--- src/design/assert_macros.svh ---
// Assertion macros shared by the bit timing search design.
// Depends on nothing; included by files that carry concurrent checks.
`ifndef ASSERT_MACROS_SVH
`define ASSERT_MACROS_SVH
`ifndef ASSERT_OFF
`define ASSERT_CLK(name, clk, rst, prop, msg) \
   name: assert property (@(posedge clk) disable iff (rst) prop) else $error(msg);
`define ASSERT_NEVER(name, clk, rst, cond, msg) \
   name: assert property (@(posedge clk) disable iff (rst) !(cond)) else $error(msg);
`else
`define ASSERT_CLK(name, clk, rst, prop, msg)
`define ASSERT_NEVER(name, clk, rst, cond, msg)
`endif
`endif

--- src/design/cbts_pkg.sv ---
// Package for the CAN bit timing search: widths, constants, types and the segment split.
// Depends on nothing; imported by every module of the design.
package cbts_pkg;

   localparam int MAX_PRESCALER = 64;

   localparam int RATE_W      = 20;
   localparam int CLOCK_W     = 28;
   localparam int PRE_W       = $clog2(MAX_PRESCALER + 1);
   localparam int DSR_W       = PRE_W + RATE_W;
   localparam int CNT_W       = $clog2(CLOCK_W + 1);
   localparam int TQ_W        = 5;
   localparam int ERR_W       = 14;
   localparam int PRE_OUT_W   = 7;
   localparam int SEG1_W      = 5;
   localparam int SEG2_W      = 4;
   localparam int SJW_W       = 3;

   localparam int REQ_DATA_W    = ((RATE_W + 7) / 8) * 8;
   localparam int RSP_FIELDS_W  = PRE_OUT_W + SEG1_W + SEG2_W + SJW_W + ERR_W;
   localparam int RSP_DATA_W    = ((RSP_FIELDS_W + 7) / 8) * 8;
   localparam int RSP_PAD_W     = RSP_DATA_W - RSP_FIELDS_W;

   localparam logic [CLOCK_W-1:0] CLOCK_RESET = CLOCK_W'(24000000);

   localparam int TOL_DIV     = 100;
   localparam int TQ_MIN      = 3;
   localparam int TQ_MAX      = 25;
   localparam int SAMPLE_NUM  = 7;
   localparam int SAMPLE_RND  = 5;
   localparam int RECIP_TEN   = 205;
   localparam int RECIP_SHIFT = 11;
   localparam int SEG1_MAX    = 16;
   localparam int SEG2_MAX    = 8;
   localparam int SJW_MAX     = 4;

   typedef enum logic [1:0] {
      ST_FOUND     = 2'd0,
      ST_ZERO_RATE = 2'd1,
      ST_NO_FIT    = 2'd2
   } status_type;

   typedef enum logic [2:0] {
      SRCH_IDLE,
      SRCH_TOL,
      SRCH_CAND,
      SRCH_TQ,
      SRCH_ACT,
      SRCH_WAIT_ACT,
      SRCH_EVAL,
      SRCH_NEXT
   } srch_state_type;

   typedef struct packed {
      logic               start;
      logic [CLOCK_W-1:0] dividend;
      logic [DSR_W-1:0]   divisor;
   } div_req_type;

   typedef struct packed {
      logic               done;
      logic [CLOCK_W-1:0] quotient;
   } div_rsp_type;

   typedef struct packed {
      status_type           status;
      logic [PRE_OUT_W-1:0] prescaler;
      logic [SEG1_W-1:0]    seg_one;
      logic [SEG2_W-1:0]    seg_two;
      logic [SJW_W-1:0]     jump_width;
      logic [ERR_W-1:0]     rate_error;
   } srch_res_type;

   typedef struct packed {
      logic         idle;
      logic         valid;
      srch_res_type res;
   } srch_out_type;

   typedef struct packed {
      logic [SEG1_W-1:0] seg_one;
      logic [SEG2_W-1:0] seg_two;
   } seg_pair_type;

   // Splits a quanta count of 3 to 25 near a 70% sample point, then clamps both segments.
   function automatic seg_pair_type seg_split(input logic [TQ_W-1:0] tq);
      logic [7:0]   num;
      logic [18:0]  prod;
      logic [5:0]   s1_raw;
      logic [5:0]   s2_raw;
      seg_pair_type r;
      num    = 8'(tq) * 8'(SAMPLE_NUM) + 8'(SAMPLE_RND);
      prod   = 19'(num) * 19'(RECIP_TEN);
      s1_raw = 6'(prod >> RECIP_SHIFT) - 6'd1;
      s2_raw = 6'(tq) - 6'd1 - s1_raw;
      if (s1_raw == 6'd0) begin
         r.seg_one = SEG1_W'(1);
      end else if (s1_raw > 6'(SEG1_MAX)) begin
         r.seg_one = SEG1_W'(SEG1_MAX);
      end else begin
         r.seg_one = SEG1_W'(s1_raw);
      end
      if (s2_raw == 6'd0) begin
         r.seg_two = SEG2_W'(1);
      end else if (s2_raw > 6'(SEG2_MAX)) begin
         r.seg_two = SEG2_W'(SEG2_MAX);
      end else begin
         r.seg_two = SEG2_W'(s2_raw);
      end
      return r;
   endfunction

endpackage

--- src/design/cbts_div.sv ---
// Restoring divider that produces one quotient bit per cycle.
// Depends on cbts_pkg for widths and the request and response structs.
module cbts_div
   import cbts_pkg::*;
(
   input  logic        clock,
   input  logic        reset,
   input  div_req_type req,
   output div_rsp_type rsp
);

   logic               busy_ff, busy_in;
   logic               done_ff, done_in;
   logic [CNT_W-1:0]   cnt_ff, cnt_in;
   logic [CLOCK_W-1:0] quo_ff, quo_in;
   logic [DSR_W-1:0]   rem_ff, rem_in;
   logic [DSR_W-1:0]   dsr_ff, dsr_in;
   logic [DSR_W:0]     trial;
   logic               fits;

   assign trial = {rem_ff, quo_ff[CLOCK_W-1]};
   assign fits  = trial >= {1'b0, dsr_ff};

   always_comb begin
      busy_in = busy_ff;
      done_in = 1'b0;
      cnt_in  = cnt_ff;
      quo_in  = quo_ff;
      rem_in  = rem_ff;
      dsr_in  = dsr_ff;
      if (req.start) begin
         busy_in = 1'b1;
         cnt_in  = CNT_W'(CLOCK_W);
         quo_in  = req.dividend;
         rem_in  = '0;
         dsr_in  = req.divisor;
      end else if (busy_ff) begin
         if (fits) begin
            rem_in = DSR_W'(trial - {1'b0, dsr_ff});
         end else begin
            rem_in = trial[DSR_W-1:0];
         end
         quo_in = {quo_ff[CLOCK_W-2:0], fits};
         cnt_in = cnt_ff - CNT_W'(1);
         if (cnt_ff == CNT_W'(1)) begin
            busy_in = 1'b0;
            done_in = 1'b1;
         end
      end
   end

   always_ff @(posedge clock) begin
      if (reset) begin
         busy_ff <= 1'b0;
         done_ff <= 1'b0;
         cnt_ff  <= '0;
      end else begin
         busy_ff <= busy_in;
         done_ff <= done_in;
         cnt_ff  <= cnt_in;
      end
      quo_ff <= quo_in;
      rem_ff <= rem_in;
      dsr_ff <= dsr_in;
   end

   assign rsp.done     = done_ff;
   assign rsp.quotient = quo_ff;

endmodule

--- src/design/cbts_search.sv ---
// Sequencer that walks the prescalers, drives the serial divider and keeps the best timing.
// Depends on cbts_pkg; talks to cbts_div through the divider request and response structs.
module cbts_search
   import cbts_pkg::*;
(
   input  logic               clock,
   input  logic               reset,
   input  logic               start,
   input  logic [RATE_W-1:0]  rate,
   input  logic [CLOCK_W-1:0] clock_hz,
   input  logic               take,
   input  div_rsp_type        div_rsp,
   output div_req_type        div_req,
   output srch_out_type       srch
);

   srch_state_type     state_ff, state_in;
   status_type         status_ff, status_in;
   logic [RATE_W-1:0]  rate_ff, rate_in;
   logic [ERR_W-1:0]   tol_ff, tol_in;
   logic [PRE_W-1:0]   pre_ff, pre_in;
   logic [SEG1_W-1:0]  s1_ff, s1_in;
   logic [SEG2_W-1:0]  s2_ff, s2_in;
   logic [CLOCK_W-1:0] err_ff, err_in;
   logic               have_ff, have_in;
   logic               done_ff, done_in;
   logic [PRE_W-1:0]   best_pre_ff, best_pre_in;
   logic [SEG1_W-1:0]  best_s1_ff, best_s1_in;
   logic [SEG2_W-1:0]  best_s2_ff, best_s2_in;
   logic [ERR_W-1:0]   min_err_ff, min_err_in;
   seg_pair_type       split;
   logic [CLOCK_W-1:0] rate_ext;
   logic               found;

   assign split    = seg_split(div_rsp.quotient[TQ_W-1:0]);
   assign rate_ext = CLOCK_W'(rate_ff);

   always_comb begin
      state_in    = state_ff;
      status_in   = status_ff;
      rate_in     = rate_ff;
      tol_in      = tol_ff;
      pre_in      = pre_ff;
      s1_in       = s1_ff;
      s2_in       = s2_ff;
      err_in      = err_ff;
      have_in     = have_ff;
      done_in     = done_ff;
      best_pre_in = best_pre_ff;
      best_s1_in  = best_s1_ff;
      best_s2_in  = best_s2_ff;
      min_err_in  = min_err_ff;
      div_req.start    = 1'b0;
      div_req.dividend = clock_hz;
      div_req.divisor  = DSR_W'(pre_ff) * DSR_W'(rate_ff);
      unique case (state_ff)
         SRCH_IDLE: begin
            if (done_ff) begin
               if (take) begin
                  done_in = 1'b0;
               end
            end else if (start) begin
               rate_in = rate;
               have_in = 1'b0;
               if (rate == '0) begin
                  status_in = ST_ZERO_RATE;
                  done_in   = 1'b1;
               end else begin
                  div_req.start    = 1'b1;
                  div_req.dividend = CLOCK_W'(rate);
                  div_req.divisor  = DSR_W'(TOL_DIV);
                  state_in         = SRCH_TOL;
               end
            end
         end
         SRCH_TOL: begin
            if (div_rsp.done) begin
               tol_in   = (div_rsp.quotient == '0) ? ERR_W'(1)
                                                   : div_rsp.quotient[ERR_W-1:0];
               pre_in   = PRE_W'(1);
               state_in = SRCH_CAND;
            end
         end
         SRCH_CAND: begin
            div_req.start = 1'b1;
            state_in      = SRCH_TQ;
         end
         SRCH_TQ: begin
            if (div_rsp.done) begin
               if (div_rsp.quotient < CLOCK_W'(TQ_MIN) ||
                   div_rsp.quotient > CLOCK_W'(TQ_MAX)) begin
                  state_in = SRCH_NEXT;
               end else begin
                  s1_in    = split.seg_one;
                  s2_in    = split.seg_two;
                  state_in = SRCH_ACT;
               end
            end
         end
         SRCH_ACT: begin
            div_req.start   = 1'b1;
            div_req.divisor = DSR_W'(pre_ff) *
                              DSR_W'(TQ_W'(1) + TQ_W'(s1_ff) + TQ_W'(s2_ff));
            state_in        = SRCH_WAIT_ACT;
         end
         SRCH_WAIT_ACT: begin
            if (div_rsp.done) begin
               err_in   = (div_rsp.quotient >= rate_ext) ? div_rsp.quotient - rate_ext
                                                         : rate_ext - div_rsp.quotient;
               state_in = SRCH_EVAL;
            end
         end
         SRCH_EVAL: begin
            state_in = SRCH_NEXT;
            if (err_ff <= CLOCK_W'(tol_ff) &&
                (!have_ff || err_ff < CLOCK_W'(min_err_ff))) begin
               have_in     = 1'b1;
               best_pre_in = pre_ff;
               best_s1_in  = s1_ff;
               best_s2_in  = s2_ff;
               min_err_in  = err_ff[ERR_W-1:0];
               if (err_ff == '0) begin
                  status_in = ST_FOUND;
                  done_in   = 1'b1;
                  state_in  = SRCH_IDLE;
               end
            end
         end
         SRCH_NEXT: begin
            if (pre_ff == PRE_W'(MAX_PRESCALER)) begin
               status_in = have_ff ? ST_FOUND : ST_NO_FIT;
               done_in   = 1'b1;
               state_in  = SRCH_IDLE;
            end else begin
               pre_in   = pre_ff + PRE_W'(1);
               state_in = SRCH_CAND;
            end
         end
         default: begin
            state_in = SRCH_IDLE;
         end
      endcase
   end

   always_ff @(posedge clock) begin
      if (reset) begin
         state_ff <= SRCH_IDLE;
         done_ff  <= 1'b0;
         have_ff  <= 1'b0;
      end else begin
         state_ff <= state_in;
         done_ff  <= done_in;
         have_ff  <= have_in;
      end
      status_ff   <= status_in;
      rate_ff     <= rate_in;
      tol_ff      <= tol_in;
      pre_ff      <= pre_in;
      s1_ff       <= s1_in;
      s2_ff       <= s2_in;
      err_ff      <= err_in;
      best_pre_ff <= best_pre_in;
      best_s1_ff  <= best_s1_in;
      best_s2_ff  <= best_s2_in;
      min_err_ff  <= min_err_in;
   end

   assign found = status_ff == ST_FOUND;

   always_comb begin
      srch.idle           = state_ff == SRCH_IDLE && !done_ff;
      srch.valid          = done_ff;
      srch.res.status     = status_ff;
      srch.res.prescaler  = found ? PRE_OUT_W'(best_pre_ff) : '0;
      srch.res.seg_one    = found ? best_s1_ff : '0;
      srch.res.seg_two    = found ? best_s2_ff : '0;
      srch.res.jump_width = '0;
      if (found) begin
         srch.res.jump_width = (best_s2_ff > SEG2_W'(SJW_MAX)) ? SJW_W'(SJW_MAX)
                                                               : SJW_W'(best_s2_ff);
      end
      srch.res.rate_error = found ? min_err_ff : '0;
   end

endmodule

--- src/design/can_bit_timing_search.sv ---
// Each request runs the serial divider once for the tolerance, then twice per prescaler that
// is evaluated and once per prescaler that is skipped; a zero rate skips the divider. One
// request is searched at a time, and the next request is taken while the previous result
// waits in the output register.
// Reset is synchronous and active high; it sets clock_hz to 24 MHz and empties both sides.
`include "assert_macros.svh"

module can_bit_timing_search
   import cbts_pkg::*;
(
   input  logic                  clock,
   input  logic                  reset,
   input  logic                  req_tvalid,
   output logic                  req_tready,
   input  logic [REQ_DATA_W-1:0] req_tdata,  // requested_rate
   output logic                  rsp_tvalid,
   input  logic                  rsp_tready,
   output logic [RSP_DATA_W-1:0] rsp_tdata,  // prescaler, seg_one, seg_two, jump_width, rate_error
   output logic [1:0]            rsp_tuser,  // status
   input  logic                  csr_valid,
   output logic                  csr_ready,
   input  logic [CLOCK_W-1:0]    csr_wdata
);

   logic [CLOCK_W-1:0] clock_hz_ff, clock_hz_in;
   logic               rsp_valid_ff, rsp_valid_in;
   srch_res_type       rsp_res_ff, rsp_res_in;
   div_req_type        div_req;
   div_rsp_type        div_rsp;
   srch_out_type       srch;
   logic               req_fire;
   logic               srch_take;

   assign csr_ready   = 1'b1;
   assign clock_hz_in = (csr_valid && csr_ready) ? csr_wdata : clock_hz_ff;

   assign req_tready = srch.idle;
   assign req_fire   = req_tvalid && req_tready;
   assign srch_take  = srch.valid && (!rsp_valid_ff || rsp_tready);

   cbts_div u_div (
      .clock (clock),
      .reset (reset),
      .req   (div_req),
      .rsp   (div_rsp)
   );

   cbts_search u_search (
      .clock    (clock),
      .reset    (reset),
      .start    (req_fire),
      .rate     (req_tdata[RATE_W-1:0]),
      .clock_hz (clock_hz_ff),
      .take     (srch_take),
      .div_rsp  (div_rsp),
      .div_req  (div_req),
      .srch     (srch)
   );

   assign rsp_valid_in = srch_take || (rsp_valid_ff && !rsp_tready);
   assign rsp_res_in   = srch_take ? srch.res : rsp_res_ff;

   always_ff @(posedge clock) begin
      if (reset) begin
         clock_hz_ff  <= CLOCK_RESET;
         rsp_valid_ff <= 1'b0;
      end else begin
         clock_hz_ff  <= clock_hz_in;
         rsp_valid_ff <= rsp_valid_in;
      end
      rsp_res_ff <= rsp_res_in;
   end

   assign rsp_tvalid = rsp_valid_ff;
   assign rsp_tuser  = rsp_res_ff.status;
   assign rsp_tdata  = {{RSP_PAD_W{1'b0}}, rsp_res_ff.rate_error, rsp_res_ff.jump_width,
                        rsp_res_ff.seg_two, rsp_res_ff.seg_one, rsp_res_ff.prescaler};

   `ASSERT_CLK(a_busy_after_req, clock, reset, req_fire |=> !srch.idle, "search not busy after request")
   `ASSERT_CLK(a_take_clears, clock, reset, srch_take |=> !srch.valid, "search result offered twice")
   `ASSERT_CLK(a_found_nonzero, clock, reset, (rsp_tvalid && rsp_res_ff.status == ST_FOUND) |-> (rsp_res_ff.prescaler != '0 && rsp_res_ff.seg_one != '0 && rsp_res_ff.seg_two != '0 && rsp_res_ff.jump_width != '0), "found timing has an empty field")
   `ASSERT_CLK(a_fail_empty, clock, reset, (rsp_tvalid && rsp_res_ff.status != ST_FOUND) |-> rsp_tdata == '0, "failed search carries timing data")

endmodule

--- config.mk ---
export PLATFORM = sky130hd
export DESIGN_NAME = can_bit_timing_search
export DESIGN_NICKNAME = d
export VERILOG_FILES = /design/src/design/cbts_pkg.sv /design/src/design/cbts_div.sv /design/src/design/cbts_search.sv /design/src/design/can_bit_timing_search.sv
export VERILOG_INCLUDE_DIRS = /design/src /design/src/design
export SDC_FILE = /design/constraint.sdc
export NUM_CORES = 1
export LEC_CHECK = 0
export BUFFER_PORTS_ARGS = -buffer_cell sky130_fd_sc_hd__buf_2
export CORE_MARGIN = 2
export CORE_UTILIZATION = 45
export DETAILED_ROUTE_END_ITERATION = 16
export GPL_TIMING_DRIVEN = 0
export MAX_ROUTING_LAYER = met4
export PLACE_DENSITY = 0.6
export SLEW_MARGIN = 0
export SYNTH_ARGS = -nofsm -noshare
export SYNTH_HDL_FRONTEND = slang
export SYNTH_SLANG_ARGS = --single-unit
--- constraint.sdc ---
create_clock -name clock -period 8.92 [get_ports clock]
set_clock_uncertainty 0.15 [all_clocks]
set_input_delay 0.892 -clock clock [delete_from_list [all_inputs] [get_ports clock]]
set_output_delay 0.892 -clock clock [all_outputs]
set_load 0.05 [all_outputs]
# Yosys cells after proc, flatten, opt, wreduce, memory -nomap -nowiden

Index checks and enable logic that the tools add are counted.

Add/sub/neg operators: 11
$mul: 4
Div/mod/pow operators: 0
Order comparisons: 9
Eq/ne operators: 20
Shift-type cells: 0
Mux-type cells: 53
Bitwise gates (word level): 4
Reductions and logical operators: 40

Operator list:

| kind                                                            | count |
|---|---|
| two-way mux 56 bit                                              | 3 |
| two-way mux 28 bit                                              | 4 |
| logical NOT 28 bit                                              | 2 |
| one-hot mux 27 bit (2 select lines)                             | 1 |
| greater-or-equal comparator 28 x 20 -> 1 bit                    | 1 |
| greater-or-equal comparator 28 x 27 -> 1 bit                    | 1 |
| greater-than comparator 28 x 5 -> 1 bit (second input constant) | 1 |
| <= comparator 28 x 14 -> 1 bit                                  | 1 |
| < comparator 28 x 14 -> 1 bit                                   | 1 |
| < comparator 28 x 2 -> 1 bit (second input constant)            | 1 |
| subtractor 20 x 28 -> 28 bit                                    | 1 |
| subtractor 28 x 20 -> 28 bit                                    | 1 |
| adder 27 x 4 -> 27 bit                                          | 1 |
| multiplier 7 x 20 -> 27 bit                                     | 1 |
| multiplier 7 x 27 -> 27 bit                                     | 1 |
| two-way mux 27 bit                                              | 1 |
| two-way mux 3 bit                                               | 9 |
| subtractor 27 bit                                               | 1 |
| one-hot mux 3 bit (8 select lines)                              | 1 |
| logical NOT 20 bit                                              | 1 |
| two-way mux 2 bit                                               | 9 |
| multiplier 8 x 8 -> 16 bit (second input constant)              | 1 |
| two-way mux 5 bit                                               | 3 |
| two-way mux 1 bit                                               | 14 |
| other kinds (39)                                                | 80 |

Bits in registers: 268
Bits in latches: 0
RAM bits: 0
Bits in read-only memories: 0
Input bits: 57
Word-level logic and storage cells: 173
Memories: 0

# Depth between registers and ports, before layout

Word-level depth: 7
Mapped depth: 34
Depth with buffers taken out: 34

# Hierarchy

A second synthesis with hierarchy kept.

Cells, all modules: 2,284
Area, all modules: 22,412.7 um^2

Modules (own cells, without submodules):

| module                | times used | cells an instance | area each (um^2) | seq. area each (um^2) |
|---|---|---|---|---|
| cbts_search           | 1          | 1,664             | 15,157.0         | 3,403.3 |
| cbts_div              | 1          | 478               | 5,069.9          | 2,332.2 |
| can_bit_timing_search | 1          | 142               | 2,185.8          | 1,631.6 |

# Worst setup path before layout

No wires, ideal clock.

Kind: reg-to-reg
Start point: register u_div.quo_ff[1]
End point: register u_search.s2_ff[0], data pin
Arrival: 7,702 ps
Data required time: 8,507 ps
Path slack: 804 ps
Cell stages (with the launch flop): 35
Clock period less this slack: 8,116 ps
Path through: edfxtp_1 > inv_1 > fa_1 > inv_1 > ha_1 > ha_1 > a31oi_1 > nor2b_1 > o21a_1 > nor2_1 > xor2_1 > inv_1 > ha_1 > inv_1 > fa_1 > fa_1 > fa_1 > inv_1 > ha_1 > a211oi_1 > nand2_1 > o2111ai_2 > nand2_1 > a21oi_1 > xor2_1 > ha_1 > xor2_1 > xnor2_1 > ha_1 > a21oi_1 > nor2b_1 > o21ai_0 > a21oi_1 > mux2i_1 > nor2_1

Cells in the longest elaborated chain, start to end: 7

Ends and longest elaborated chain:

| element                                | RTL line           | source |
|---|---|---|
| start, declared                        | cbts_div.sv:15     | `logic [CLOCK_W-1:0] quo_ff, quo_in;` |
| start signal, assigned                 | cbts_div.sv:62     | `quo_ff <= quo_in;` |
| multiplier 5 x 3 -> 8 bit              | cbts_pkg.sv:92     | `num = 8'(tq) * 8'(SAMPLE_NUM) + 8'(SAMPLE_RND);` |
| adder 8 x 3 -> 8 bit                   | cbts_pkg.sv:92     |  |
| multiplier 8 x 8 -> 16 bit             | cbts_pkg.sv:93     | `prod = 19'(num) * 19'(RECIP_TEN);` |
| subtractor 5 x 1 -> 6 bit              | cbts_pkg.sv:94     | `s1_raw = 6'(prod >> RECIP_SHIFT) - 6'd1;` |
| subtractor 6 bit (*)                   | cbts_pkg.sv:95     | `s2_raw = 6'(tq) - 6'd1 - s1_raw;` |
| greater-than comparator 6 x 4 -> 1 bit | cbts_pkg.sv:105    | `end else if (s2_raw > 6'(SEG2_MAX)) begin` |
| two-way mux 4 bit                      | cbts_pkg.sv:105    |  |
| end signal, assigned                   | cbts_search.sv:160 | `s2_ff <= s2_in;` |
| end, declared                          | cbts_search.sv:23  | `logic [SEG2_W-1:0] s2_ff, s2_in;` |

Mark *: on every way between the ends. The rest lies on a longest branch, timed or not.
A chain may end at the register's enable or synchronous reset.

# Worst setup path in the final report

Ends and elaborated chain as after synthesis.

==> impl_metrics.tcl <==
set metrics [dict create \
    grt_start_max_net_pins 37 \
    finalHoldViolCount 0 \
    viasPerCell 5.48 \
    worstPathRequired_ps 9130 \
    ant_nets 0 \
    cts_tree "built" \
    port_buffers 87 \
    crit_path_end_kind "flip-flop" \
    crit_top_cell "ha_1" \
    ys_seq_area_share_pct 32.8 \
    final_nets 2929 \
    period_share_pct 95.4 \
    fp.dieW_um 227 \
    timing.rr.end "u_search.s2_ff[0]" \
    synth_area_per_cell_um2 9.60 \
    max_stage_delay_ps 570 \
    die_h_um 227 \
    mostFrequentLayoutCell "inv_1" \
    r2r_start "u_div.quo_ff[1]" \
    dpl.hpwl_um 47300 \
    synthFlopType "edfxtp_1" \
    worstSkewPairLatency_ps 620 \
    setup_violations 0 \
    grt_usage_pct 24.2 \
    critical_path_class "reg2reg" \
    worstHoldPathType "in2reg" \
    tightest_slew_ps 1350 \
    area_growth_pct 11.8 \
    final_cell_mix "inv_1 (293), ha_1 (252), nand2_1 (226)" \
    antenna_found_initial 0 \
    yosysWarnings 0 \
    coreArea_um2 49200 \
    worst-path-max-fanout 6 \
    ff2ff_setup_slack_ps 410 \
    start_util_pct 45.7 \
    cp.arrival_ps 8720 \
    syn-cell-area_um2 22500 \
    clkSinkCount 268 \
    endpoint "u_search.s2_ff[0]" \
    fin_crit_ps 8510 \
    drtIter0Drc 1188 \
    ios 102 \
    r2r_cells 35 \
    synthDistinctLibCells 84 \
    status "complete, no violations" \
    cp_slowest_cell "fa_1" \
    fin_util_pct 51.1 \
    cts_buffers 30 \
    num_vias 17400 \
    fin_tns_setup_ps 0 \
    synthArstFlopShare_pct 0 \
    grt_pass1_wl_um 94300 \
    wire_per_inst_um 18.7 \
    critPathLaunch "u_div.quo_ff[1]" \
    slew_viol_final 0 \
    cts.path.max_buffers 3 \
    gp_congestion 0.899 \
    grt_pass1_vias 17400 \
    ctsHtreeMaxLevel 1 \
    fmax_ghz 0.118 \
    nFillCells 4564 \
    startpoint_type "flip-flop" \
    max_slew_margin_pct 9.67 \
    maxCapViolations 0 \
    netlist_instances 2340 \
    routed_wl_um 59600 \
    hold_buffers 0 \
    clockRootBuffer "clkbuf_16" \
    clkSlewWorstSetupHoldPaths_ps 70 \
    fp-row-count 81 \
    firstDrtPassIters 5 \
    drc 0 \
    synth_seq_cells 268 \
    synth_edf_count 200 \
    die_area_um2 51700 \
    grt_overflow 0 \
    drive_gt1_share_pct 9.04 \
]
==> metal layers <==
layer	wire length, µm	GRT usage (%)	part of all wire (%)
met1	27000	31.7	45
met2	27400	39.1	46
met3	3370	3.27	5.7
met4	1770	7.40	3.0
met5	0	-	0
==> cell usage after synthesis (all sizes together) (4+ instances only) <==
| library cell | number | share of area, % |
|---|---|---|
| inv | 296 | 4.9 |
| ha | 254 | 14 |
| nand2 | 227 | 3.8 |
| edfxtp | 200 | 27 |
| a21oi | 140 | 3.2 |
| nor2 | 138 | 2.3 |
| fa | 131 | 12 |
| o21ai | 106 | 2.4 |
| clkbuf | 85 | 1.4 |
| mux2i | 69 | 3.1 |
| dfxtp | 68 | 6.1 |
| xnor2 | 65 | 2.5 |
| and2 | 53 | 1.5 |
| nand3 | 49 | 1.1 |
| a21o | 45 | 1.5 |
| nor3 | 43 | 1.0 |
| xor2 | 43 | 1.7 |
| nor2b | 31 | 0.86 |
| nor4 | 31 | 0.86 |
| buf | 19 | 0.59 |
| nand2b | 19 | 0.53 |
| nand4 | 16 | 0.45 |
| o21bai | 16 | 0.53 |
| a31oi | 14 | 0.46 |
| and3 | 14 | 0.39 |
| o21a | 14 | 0.47 |
| a211o | 12 | 0.47 |
| a221oi | 12 | 0.55 |
| o22ai | 11 | 0.31 |
| a211oi | 10 | 0.36 |
| or2 | 10 | 0.28 |
| nor3b | 8 | 0.27 |
| or3 | 8 | 0.24 |
| o211ai | 7 | 0.26 |
| a21boi | 5 | 0.17 |
| o31ai | 5 | 0.17 |
| o41ai | 5 | 0.19 |
| a221o | 4 | 0.18 |
| a311oi | 4 | 0.18 |
| a41oi | 4 | 0.19 |
| o2111ai | 4 | 0.18 |
==> final cells by class <==
class                      instances  area, µm²  share of cell area [%]
multi-input combinational       1677      13600                    54.3
sequential                       268       7370                    29.3
inverter                         297       1120                    4.47
tap                              664        831                    3.31
clock buffer                      36        803                    3.20
timing repair buffer             109        632                    2.51
buffer                           104        453                    1.80
clock inverter                    20        268                    1.07
antenna                            2       5.00                  0.0199
==> cells by family after synthesis <==
| kind of cell | count (synthesis) | synth area share [%] |
|---|---|---|
| AND/OR/NAND/NOR | 660 | 14.1 |
| AO/OA/AOI/OAI | 443 | 12.8 |
| buffers and inverters | 401 | 6.97 |
| adder cells (fa/ha/maj) | 385 | 25.8 |
| flip-flops | 268 | 32.8 |
| XOR/XNOR | 109 | 4.31 |
| multiplexers | 72 | 3.22 |
| other | 2 | 0.0334 |
==> per-stage QoR <==
step | worst slack, ps | cell area, µm² | instances | hold slack, ps
after floorplan | 804 | 22500 | 2346 | 283
after global placement | -233 | 23800 | 3097 | 310
after detailed placement | -417 | 23900 | 3103 | 315
after CTS | 34.5 | 25000 | 3165 | 304
after global routing | -39.0 | 25100 | 3175 | 322
final | 412 | 25100 | 3177 | 326
==> registers in the layout, summed over array words and instances, names as in the netlist, 4 cells and up <==
register	cells
u_search.best_pre_ff	7
u_search.tol_ff	14
u_search.rate_ff	20
u_search.best_s1_ff	5
u_div.quo_ff	28
u_search.pre_ff	7
rsp_tdata	33
u_search.min_err_ff	14
u_search.s2_ff	4
u_div.rem_ff	27
u_search.err_ff	28
clock_hz_ff	28
u_search.best_s2_ff	4
u_div.cnt_ff	5
u_div.dsr_ff	27
u_search.s1_ff	5
==> worst min path at each step <==
stage	from	endpoint	slack [ps]	depth (start not counted)
2_1_floorplan	u_search.s2_ff[0]	u_search.best_s2_ff[0]	280	0
3_3_place_gp	u_search.s2_ff[0]	u_search.best_s2_ff[0]	310	0
3_5_place_dp	u_search.s2_ff[0]	u_search.best_s2_ff[0]	310	0
4_1_cts	csr_wdata[17]	clock_hz_ff[17]	300	2
5_1_grt	csr_wdata[10]	clock_hz_ff[10]	320	2
6_report	csr_wdata[17]	clock_hz_ff[17]	330	2
==> critical path: cells and delay by family, from the launching register on <==
kind	cells	cell delay, ps
AO/OA/AOI/OAI	9	1690
XOR/XNOR	2	450
adder cells (fa/ha/maj)	10	3880
buffers and inverters	7	730
flip-flops	1	460
multiplexers	1	270
AND/OR/NAND/NOR	6	630
==> timing repair <==
action                                  in CTS  in global routing
endpoints found under the setup margin       4                  4
buffers inserted                             6                 10
pin swaps                                    0                  2
resized for setup                            3                 11
Power is not shown: default switching activity piles up to over one toggle a cycle in this logic, so the estimate is an artifact.
